`config.mk`:
```
export PLATFORM = sky130hd
export DESIGN_NAME = cfdl_mix_div
export DESIGN_NICKNAME = d
export VERILOG_FILES = /design/src/cfdl_pkg.sv /design/src/cfdl_mix_div.sv
export SDC_FILE = /design/constraint.sdc
export NUM_CORES = 1
export LEC_CHECK = 0
export CORE_ASPECT_RATIO = 1.75
export CORE_MARGIN = 3
export CORE_UTILIZATION = 30
export CTS_BUF_LIST = sky130_fd_sc_hd__clkbuf_16
export CTS_CLUSTER_SIZE = 24
export DETAILED_ROUTE_END_ITERATION = 10
export DONT_BUFFER_PORTS = 1
export RECOVER_POWER = 50
export SKIP_CTS_REPAIR_TIMING = 1
export SYNTH_ARGS = -nofsm -noshare
export SYNTH_HDL_FRONTEND = slang
export SYNTH_SLANG_ARGS = --single-unit
```
`constraint.sdc`:
```
create_clock -name clock -period 2.67 [get_ports clock]
set_input_delay 0.267 -clock clock [delete_from_list [all_inputs] [get_ports clock]]
set_output_delay 0.267 -clock clock [all_outputs]
set_load 0.02 [all_outputs]
```
`src/cfdl_pkg.sv`:
```
`timescale 1ns / 1ps
// ----------------------------------------------------------------------------
// Crossfading delay line package
// Shared widths, function codes, control structs and delay helpers.
// ----------------------------------------------------------------------------
package cfdl_pkg;

   localparam int DEPTH      = 65536;
   localparam int PTR_W      = $clog2(DEPTH);
   localparam int SAMPLE_W   = 24;
   localparam int DLY_W      = 16;
   localparam int LEN_W      = 16;
   localparam int MIX_FRAC   = 16;
   localparam int MIX_W      = MIX_FRAC + 1;
   localparam int CMP_W      = (PTR_W > DLY_W) ? PTR_W : DLY_W;
   localparam int DIV_CNT_W  = $clog2(MIX_FRAC + 1);
   localparam int PROD_W     = SAMPLE_W + 1 + MIX_W + 1;

   localparam logic [LEN_W-1:0] FADE_LEN_RESET = LEN_W'(1024);
   localparam logic [MIX_W-1:0] MIX_ONE        = MIX_W'(1) << MIX_FRAC;

   localparam logic FUNC_SAMPLE = 1'b0;
   localparam logic FUNC_DELAY  = 1'b1;

   typedef struct packed {
      logic             start;
      logic [LEN_W-1:0] count;
      logic [LEN_W-1:0] length;
   } cfdl_div_req_type;

   typedef struct packed {
      logic                done;
      logic [MIX_FRAC-1:0] mix;
   } cfdl_div_rsp_type;

   // Limits a requested delay to the last entry of the ring.
   function automatic logic [DLY_W-1:0] clamp_delay(input logic [DLY_W-1:0] d);
      logic [CMP_W-1:0] d_ext;
      d_ext = CMP_W'(d);
      if (d_ext > CMP_W'(DEPTH - 1)) begin
         return DLY_W'(DEPTH - 1);
      end
      return d;
   endfunction

   // Read pointer that lies the given (already limited) delay behind the write pointer.
   function automatic logic [PTR_W-1:0] delay_ptr(input logic [PTR_W-1:0] wp,
                                                  input logic [DLY_W-1:0] d);
      logic [CMP_W-1:0] d_ext;
      d_ext = CMP_W'(d);
      return wp - d_ext[PTR_W-1:0];
   endfunction

endpackage

```
`src/cfdl_mix_div.sv`:
```
`timescale 1ns / 1ps
// ----------------------------------------------------------------------------
// Crossfade mix divider
// Restoring divider, one quotient bit per cycle: mix = count * 2^16 / length,
// for count below length.
// ----------------------------------------------------------------------------
module cfdl_mix_div
   import cfdl_pkg::*;
(
   input  logic             clock,
   input  logic             reset,
   input  cfdl_div_req_type div_req,
   output cfdl_div_rsp_type div_rsp
);

   logic [LEN_W-1:0]     rem_ff, rem_in;
   logic [LEN_W-1:0]     div_ff, div_in;
   logic [MIX_FRAC-1:0]  quot_ff, quot_in;
   logic [DIV_CNT_W-1:0] cnt_ff, cnt_in;
   logic                 done_ff, done_in;

   logic [LEN_W:0] rem_x2;
   logic [LEN_W:0] rem_sub;
   logic           ge;

   always_comb begin
      rem_x2  = {rem_ff, 1'b0};
      rem_sub = rem_x2 - {1'b0, div_ff};
      ge      = rem_x2 >= {1'b0, div_ff};

      rem_in  = rem_ff;
      div_in  = div_ff;
      quot_in = quot_ff;
      cnt_in  = cnt_ff;
      done_in = 1'b0;

      if (div_req.start) begin
         rem_in  = div_req.count;
         div_in  = div_req.length;
         quot_in = '0;
         cnt_in  = DIV_CNT_W'(MIX_FRAC);
      end else if (cnt_ff != '0) begin
         // The remainder stays below the divisor, so the doubled value fits.
         rem_in  = ge ? rem_sub[LEN_W-1:0] : rem_x2[LEN_W-1:0];
         quot_in = {quot_ff[MIX_FRAC-2:0], ge};
         cnt_in  = cnt_ff - DIV_CNT_W'(1);
         done_in = (cnt_ff == DIV_CNT_W'(1));
      end
   end

   always_ff @(posedge clock) begin
      if (reset) begin
         cnt_ff  <= '0;
         done_ff <= 1'b0;
      end else begin
         cnt_ff  <= cnt_in;
         done_ff <= done_in;
      end
   end

   always_ff @(posedge clock) begin
      rem_ff  <= rem_in;
      div_ff  <= div_in;
      quot_ff <= quot_in;
   end

   assign div_rsp.done = done_ff;
   assign div_rsp.mix  = quot_ff;

endmodule
```
Yosys cells after proc, flatten, opt, wreduce, memory -nomap -nowiden --
Cells that the tools add are included.
Operators by class: shifts and indexed selects 0, $lt $le $gt $ge 1, multipliers 0, bitwise operators 1, div/mod/pow operators 0, reduce and logical (&&, ||, !) cells 4, add/subtract/negate cells 2, eq/ne operators 1, multiplexer cells 5
Operators with widths (count):
- $mux W16 | 3
- $ge A17 B16 Y1 | 1
- $sub A16 B16 Y16 | 1
- $mux W5 | 2
- $eq A5 B1 Y1 const B | 1
- $reduce_bool A5 Y1 | 1
- $sub A5 B1 Y5 const B | 1
- $reduce_or A3 Y1 | 1
- $reduce_bool A2 Y1 | 1
- $reduce_or A2 Y1 | 1
- $not A1 Y1 | 1
Word-level totals: input bits 35, memories 0, output and inout bits 17, bits in read-only memories 0, logic and storage cells 20, bits in latches 0, bits in registers 54, RAM bits 0

Longest topological paths before layout --
Gate-level depths: netlist of the first run.
depth after elaboration 4, gate-level depth with buffers 12, mapped depth without buffers 10

Worst setup path before layout of the first run --
No wires, ideal clock.
kind register to register, from reg rem_ff[5], to reg rem_ff[14], data pin, stages on the path, launching flop included 9, library setup time 0.257 ns, clock period less this slack 2.481 ns, data arrival time 2.224 ns, required time 2.413 ns, buffers on the path 1, setup slack 0.189 ns, cell sequence edfxtp_1 -> ha_1 -> a2111o_1 -> o21ai_4 -> a211oi_2 -> or2_1 -> buf_6 -> or3_1 -> o2111a_1
Between the ends: longest elaborated chain between the ends 4, elaborated cells between the ends (all ways) 5, classes of those cells add/sub (1); order compare (1); mux (3)
Ends and longest elaborated chain:
- start: declaration | line cfdl_mix_div.sv:16 | logic [LEN_W-1:0] rem_ff, rem_in;
- start signal: assignment | line cfdl_mix_div.sv:62 | rem_ff <= rem_in;
- $sub A16 B16 Y16 / $ge A17 B16 Y1 (equally long branches) | line cfdl_mix_div.sv:28, cfdl_mix_div.sv:29
- $mux W16 (*) | line cfdl_mix_div.sv:44 | rem_in = ge ? rem_sub[LEN_W-1:0] : rem_x2[LEN_W-1:0];
- $mux W16 (*) | line cfdl_mix_div.sv:42 | end else if (cnt_ff != '0) begin
- $mux W16 (*) | line cfdl_mix_div.sv:37 | if (div_req.start) begin
- via rem_in[14] | line cfdl_mix_div.sv:16
Mark *: on every way through the listed nets, which the timed path passes. The rest lies on a longest branch. The select of a mux whose other input is x is not followed. A chain may end at the register's enable or synchronous reset.

Worst setup path in the final report of the first run --
from reg rem_ff[0], to reg rem_ff[14], data pin
Same word-level chain as after synthesis.

==> results.cfg, run 1 <==
[clock_network]
cts.sinks = 54
clock_tree.root_cell = clkbuf_16
cts.path.max_buffers = 2
numCtsBuffers = 5
clkLatencyLatePin_ns = 0.30
htreeDepth = 2
clk_pin_slew_ns = 0.07
cts_tree = done

[yosys]
avgSynthCellArea_um2 = 9.20
synth_top_area_frac = 0.318
mappedNetlistArea_mm2 = 0.00302
syn_nets = 383
synthXorXnorAreaFrac = 0.0348
synth_compound_area_frac = 0.182
yosys.area.top_type = edfxtp_1
synthTopCellsByArea = edfxtp_1 (32%), dfxtp_1 (15%), ha_1 (7.9%), nand2_1 (7.5%), a21oi_1 (5.5%)
synth-async-reset-ratio = 0
syn_inst = 328
synth_cell_types = 53
synthSimpleGateAreaFrac = 0.174
synth.most_common_cell = nand2_1
synth_top_family_by_area = compound AO/OA/AOI/OAI gates
yosysWarnings = 0
synth_mux_area_frac = 0.0104
synth_flop_cell = edfxtp_1
synth_edf_count = 32
synth-seq-area-share = 0.464
synth_common_cells = nand2_1 (60), a21oi_1 (33), edfxtp_1 (32)
ys_seq_elements = 54
synth_fa_ha_area_frac = 0.0854

[cells_and_area]
finalNetCount = 396
antenna-diode-count = 0
drive_gt1_frac = 0.149
area_growth_pct = 16.8

[routing]
drt_iter0_drc = 106
num_vias = 2413
ant_nets = 0
wl_met3_um = 355
m1WireLength_um = 2740
drc = 0
wl_met2_um = 3890
detailedRoute.firstPassIterationCount = 4
postRouteWirelength_um = 7300
via_per_inst = 5.20
wire_per_inst_um = 15.7
dr.max_layer_used = met4

[critical_path]
cp-startpoint = rem_ff[0]
r2r_start = rem_ff[0]
cp.arrival_ns = 2.69
cp.required_ns = 2.73
rrSetupSlack_ns = 0.03
start_kind = flop
criticalPathCategory = reg2reg
r2r.worst_path.cells = 9
cp_max_fo = 7
r2r_end = rem_ff[14]
end_kind = flop
crit_end = rem_ff[14]

[floorplan]
die_w_um = 81.8
rows = 47
start_util = 0.313
ioPinCount = 52
die_area_mm2 = 0.0113
dieHeight_um = 139
core-area_mm2 = 0.00964

[sta]
setup-violations-final = 0
fin_crit_ns = 2.64
tightest_slew_ns = 0.586
clock_skew_ns = 0.0101
max_freq_ghz = 0.379
fin_crit_sh = 0.988
setup_ws_ns = 0.0332
final_hold_viol_count = 0
rsz0062_at_grt = true
tns_ns = 0
slew_headroom = 0.608
slew_viol_final = 0

[pwr]
p_leak_uw = 0.00132
ir_drop_mv = 0.554
power_density_mw_per_mm2 = 1110

[global_routing]
grt_first_pass_wirelength_um = 12400
antenna_found_initial = 0
overflow = 0
grt.total_usage = 0.139
grt_pass1_vias = 2526
grt_max_degree = 53

[run_status]
status = complete, no violations

[job]
max_cap_violations = 0

[placement]
dpl.hpwl_um = 5650
pre_cts_ws_ns = -0.243
routabilityCongestion = 0.850
port-buffer-count = 0

[hold_path]
min_path_type = in2reg
registers in the layout, summed over array words and instances, names as in the netlist:
signal / flops
quot_ff: 16
cnt_ff: 5
div_ff: 16
done_ff: 1
rem_ff: 16
power breakdown:
group	switching (µW)	internal, µW	leakage (µW)
clock	303	349	0.0000741
combinational	1110	906	0.000748
sequential	139	1100	0.000498
total	1550	2360	0.00132
critical path: stages (launching register included):
cell	delay, ns
edfxtp_1	0.45
ha_4	0.31
ha_4	0.12
nand3_2	0.09
nor4_4	0.35
nor3b_2	0.09
o21ai_2	0.29
nor2_4	0.09
or4_1	0.48
o2111a_1	0.14
through the flow:
stage / cells / utilization / power (µW) / cell area [µm²] / hold WS (ns)
after floorplan: 328 / - / 2590 / 3020 / 0.336
after global placement: 455 / 0.336 / 3080 / 3240 / 0.338
after detailed placement: 455 / 0.336 / 3100 / 3240 / 0.340
after CTS: 463 / 0.351 / 3760 / 3380 / 0.0339
after global routing: 464 / 0.365 / 4220 / 3520 / 0.0298
final: 464 / 0.365 / 3910 / 3520 / 0.0360
final cells by class:
type,instances,area (µm²)
sequential,54,1400
clock inverter,3,20.0
fill,1019,6120
multi-input combinational,240,1600
timing repair buffer,19,146
tap,122,153
inverter,21,78.8
clock buffer,5,125
how the worst min path moves through the flow:
| stage | from | end | slack [ns] | cells after the start |
|---|---|---|---|---|
| after global routing | reset | cnt_ff[0] | 0.03 | 1 |
| after detailed placement | reset | cnt_ff[4] | 0.34 | 1 |
| after CTS | reset | cnt_ff[4] | 0.03 | 1 |
| after floorplan | reset | cnt_ff[4] | 0.34 | 1 |
| final | reset | cnt_ff[0] | 0.04 | 1 |
| after global placement | reset | cnt_ff[4] | 0.34 | 1 |
layer usage:
metal  track usage  up-vias
li1              -     1184
met1         0.155     1135
met2         0.243       74
met3        0.0273       20
met4        0.0718        0
met5             0        -
placed cells by master (no fill, tap or decap), types with 6 or more instances in the layout:
master    synthesis  final
nor2_1           30     29
ha_1             19     10
a31oi_1           8      8
xnor2_1          10     10
edfxtp_1         32     32
o21ai_0          10     10
buf_4             1     18
a21oi_1          33     33
inv_1            21     21
o21a_1            6      6
nor3_1            7      7
nand2_1          60     60
dfxtp_1          22     22
ha_4              0      7
cell families (layout without fill, tap and decap cells):
| family | Yosys count | in the layout |
|---|---|---|
| AO/OA/AOI/OAI | 84 | 84 |
| adder cells (fa/ha/maj) | 20 | 20 |
| flip-flops | 54 | 54 |
| multiplexers | 3 | 3 |
| buffers and inverters | 34 | 48 |
| XOR/XNOR | 12 | 12 |
| AND/OR/NAND/NOR | 121 | 121 |
(Power assumes the default switching activity.)
==> inputs of run 2 (changes only) <==
CELL_PAD_IN_SITES_DETAIL_PLACEMENT = 2   (was not set)
CELL_PAD_IN_SITES_GLOBAL_PLACEMENT = 2   (was not set)
PLACE_DENSITY_LB_ADDON = 0.1   (was not set)
==> run 2 against run 1 <==
The flow now finishes with violations (negative setup slack). First-iteration DRC count down 58%. Worst setup slack worse by 0.091 ns. Sequential cell count unchanged. Critical path type unchanged. Via count up 5.6%. Design area up 7.6%.
==> results.cfg, run 2 (synthesis gave the netlist of run 1 again) <==
[critical_path]
cp_max_fo = 4
critPathSlowestCell = or4_1
end_kind = flop
cp.required_ns = 2.72
timing.critical_path.mode_cell = buf_6
r2r_start = rem_ff[3]
critical-path-max-stage-delay_ns = 0.46
start_kind = flop
cp.arrival_ns = 2.77
path_cells = ha_4 > buf_6 > o211ai_1 > a21oi_2 > o21ai_4 > a211oi_4 > nor2_2 > buf_6 > or4_1 > o2111a_1
cp-startpoint = rem_ff[3]
criticalPathCategory = reg2reg

[run_status]
violations = negative setup slack
status = finished with violations

[clock_network]
clock_tree.root_cell = clkbuf_16
cts.sinks = 54
htreeDepth = 2
clk_pin_slew_ns = 0.08
clkLatencyLatePin_ns = 0.30
cts_tree = done
cts.path.max_buffers = 2
numCtsBuffers = 5

[routing]
via_per_inst = 5.18
drt_iter0_drc = 44
detailedRoute.firstPassIterationCount = 4
drc = 0
num_vias = 2548
ant_nets = 0
wire_per_inst_um = 19.1
postRouteWirelength_um = 9420

[floorplan]
dieHeight_um = 139
start_util = 0.313
ioPinCount = 52
rows = 47
die_w_um = 81.8
die_area_mm2 = 0.0113
core-area_mm2 = 0.00964

[cells_and_area]
layout_commonest_cell = nand2_1
layout_common_cells = nand2_1 (60), buf_4 (44), edfxtp_1 (32)
finalNetCount = 424
area_growth_pct = 25.6
utilization = 0.393
top_regs = div_ff (16), quot_ff (16), rem_ff (16)
ff_latch_area_mm2 = 0.00140
stdcell_area_mm2 = 0.00379
multi_input_area_mm2 = 0.00161
antenna-diode-count = 0
fill_cells = 1087
drive_gt1_frac = 0.214

[pwr]
power_density_mw_per_mm2 = 1190
ir_drop_mv = 0.480
p_leak_uw = 0.00149
power_uw = 4520

[placement]
port-buffer-count = 0
routabilityCongestion = 0.803
place_area_mm2 = 0.00339
pre_cts_ws_ns = -0.187
dpl.hpwl_um = 6790

[sta]
tns_ns = -0.0576
tightest_slew_ns = 0.793
rsz0062_at_grt = true
slew_headroom = 0.470
fin_crit_ns = 2.73
setup_ws_ns = -0.0576
final_hold_viol_count = 0
clock_skew_ns = 0.00918
max_freq_ghz = 0.367
setup-violations-final = 1
fin_crit_sh = 1.02
slew_viol_final = 0

[hold_path]
min_path_type = in2reg
min-delay-start = reset

[global_routing]
grt_first_pass_wirelength_um = 14600
antenna_found_initial = 0
overflow = 0
grt_pass1_vias = 2811
grt.total_usage = 0.168
grt_max_degree = 53

[job]
max_cap_violations = 0
## run 2: cell types whose count changed in the layout (fill, tap and decap cells not counted), moves of 2 or more
| cell | previous run | this run |
|---|---|---|
| buf_4 | 18 | 44 |
| ha_1 | 10 | 13 |
| a21oi_1 | 33 | 31 |
| a21oi_2 | 2 | 4 |
| ha_2 | 2 | 0 |
## run 2: per-stage QoR
| stage | hold slack [ns] | instances |
|---|---|---|
| global placement | 0.338 | 475 |
| detailed placement | 0.339 | 475 |
| CTS | 0.0157 | 483 |
| floorplan | 0.336 | 328 |
| global route | 0.0114 | 492 |
| finish | 0.0234 | 492 |
## run 2: cell type report
class	instances	share of cell area
clock buffer	5	0.0330
clock inverter	3	0.0125
inverter	21	0.0208
multi-input combinational	240	0.425
sequential	54	0.370
tap	122	0.0403
timing repair buffer	47	0.0983
## run 2: path summary, 6_finish.rpt
path	endpoint	slack, ns	cells after the start
max	rem_ff[14]	-0.06	10
min	cnt_ff[4]	0.02	1
max reg2reg	rem_ff[14]	-0.06	10
min reg2reg	cnt_ff[1]	0.52	2
## run 2: routing by layer
metal	part of all wire	GRT usage	vias up	routed length (µm)
li1	-	-	1237	-
met1	0.37	0.181	1258	3490
met2	0.57	0.308	40	5380
met3	0.041	0.0410	13	383
met4	0.017	0.0560	0	162
met5	0	0	-	0
## run 2: report_power, final
group	internal, µW	switching [µW]	total [µW]
Combinational	1160	1330	2490
Clock	449	333	781
Sequential	1100	142	1240
## run 2: worst max-delay path: cells and delay by family (launching register included)
family | cells | cell delay, ns
AOI/OAI and AO/OA | 5 | 0.91
and+or+nand+nor | 2 | 0.56
DFF | 1 | 0.45
adders and majority gates | 1 | 0.31
buffers and inverters | 2 | 0.23
==> inputs of run 3 (changes only) <==
CTS_BUF_LIST = sky130_fd_sc_hd__clkbuf_2   (was sky130_fd_sc_hd__clkbuf_16)
==> run 3 against run 2 <==
The flow finishes with violations (negative hold slack, negative setup slack). Worst setup slack got worse by 0.043 ns. Combinational power about the same. Sequential cell count unchanged. Routed wire length increased by 2.3%. Clock power decreased by 40%. Critical path depth unchanged. Non-clock buffer count increased by 45. Sequential power about the same. Total power decreased by 7.8%. Core utilization increased by 2.9 points.
==> results.cfg, run 3 (synthesis gave the netlist of run 1 again) <==
[sta]
fin_crit_ns = 2.77
final_hold_viol_count = 21
slew_headroom = 0.471
clock_skew_ns = 0.0302
tightest_slew_ns = 0.792
setup-violations-final = 1
setup_ws_ns = -0.100
fin_crit_sh = 1.04
hold-worst-slack_ns = -0.189
max_freq_ghz = 0.361
tns_ns = -0.100
slew_viol_final = 0
rsz0062_at_grt = true

[job]
max_cap_violations = 0

[clock_network]
clk_pin_slew_ns = 0.32
cts.sinks = 54
cts_tree = done
clock_tree.root_cell = clkbuf_2
htreeDepth = 2
clkLatencyLatePin_ns = 0.48
cts.path.max_buffers = 2
numCtsBuffers = 5

[placement]
place_area_mm2 = 0.00339
dpl.hpwl_um = 6790
pre_cts_ws_ns = -0.187
routabilityCongestion = 0.803
port-buffer-count = 0

[cells_and_area]
stdcell_area_mm2 = 0.00407
top_regs = div_ff (16), quot_ff (16), rem_ff (16)
layout_commonest_cell = nand2_1
area_growth_pct = 35.0
layout_common_cells = nand2_1 (60), buf_4 (47), dlygate4sd3_1 (44)
fill_cells = 1074
drive_gt1_frac = 0.181
finalNetCount = 469

[routing]
wl_met2_um = 5480
drt_iter0_drc = 76
num_vias = 2760
via_per_inst = 5.13
detailedRoute.firstPassIterationCount = 4
m1WireLength_um = 3610
dr.max_layer_used = met4
ant_nets = 0
postRouteWirelength_um = 9640
wl_met3_um = 356
wire_per_inst_um = 17.9
drc = 0

[critical_path]
start_kind = flop
end_kind = flop
path_cells = ha_4 > buf_4 > o211ai_1 > a21oi_2 > o21ai_4 > a211oi_4 > nor2_2 > buf_6 > or4_1 > o2111a_1
rrSetupSlack_ns = -0.10
cp-startpoint = rem_ff[3]
cp.arrival_ns = 3.03
r2r_start = rem_ff[3]
critical-path-max-stage-delay_ns = 0.52
criticalPathCategory = reg2reg
cp_max_fo = 4
cp.required_ns = 2.93
critPathSlowestCell = edfxtp_1

[floorplan]
rows = 47
start_util = 0.313
die_w_um = 81.8
core-area_mm2 = 0.00964
ioPinCount = 52
die_area_mm2 = 0.0113
dieHeight_um = 139

[run_status]
status = finished with violations
violations = negative hold slack, negative setup slack

[global_routing]
grt_first_pass_wirelength_um = 14500
grt_pass1_vias = 2803
overflow = 0
grt_max_degree = 53
antenna_found_initial = 1
grt.total_usage = 0.167

[pwr]
p_leak_uw = 0.00166
ir_drop_mv = 0.588
power_density_mw_per_mm2 = 1020

[hold_path]
min-delay-start = div_req[32]
min_path_type = in2reg
run 3: layout make-up:
| type | instances | area, µm² | area share |
|---|---|---|---|
| diodes | 1 | 2.50 | 0.000614 |
| clock buffers | 5 | 25.0 | 0.00614 |
| clock inverters | 3 | 47.5 | 0.0117 |
| inverters | 21 | 78.8 | 0.0193 |
| multi-input cells | 240 | 1560 | 0.383 |
| flip-flops and latches | 54 | 1400 | 0.344 |
| well taps | 122 | 153 | 0.0375 |
| repair buffers | 92 | 805 | 0.197 |
run 3: power breakdown:
group          switching, µW  internal, µW  leakage [µW]
sequential               124          1100      0.000498
combinational           1320          1150       0.00112
clock                    301           164     0.0000436
run 3: critical path, delay by kind of cell, from the launching register on:
kind	cells	cell delay [ns]
buffers and inverters	2	0.24
flip-flops	1	0.52
AO/OA/AOI/OAI	5	0.93
AND/OR/NAND/NOR	2	0.57
adder cells (fa/ha/maj)	1	0.31
run 3: path summary, 6_finish.rpt:
| check | to | depth (start not counted) |
|---|---|---|
| max reg2reg | rem_ff[14] | 10 |
| min | quot_ff[7] | 1 |
| max | rem_ff[14] | 10 |
| min reg2reg | quot_ff[4] | 2 |
run 3: through the flow:
stage / power [µW] / util / hold slack (ns) / std cells
CTS: 3920 / 0.359 / -0.260 / 483
global route: 4530 / 0.422 / -0.260 / 538
floorplan: 2590 / - / 0.336 / 328
finish: 4160 / 0.422 / -0.189 / 538
global placement: 3380 / 0.351 / 0.338 / 475
detailed placement: 3430 / 0.351 / 0.339 / 475
run 3: routing by layer:
layer  up-vias  track usage
met5         -            0
met4         0       0.0587
met3        12       0.0371
met2        53        0.303
met1      1364        0.184
li1       1331            -
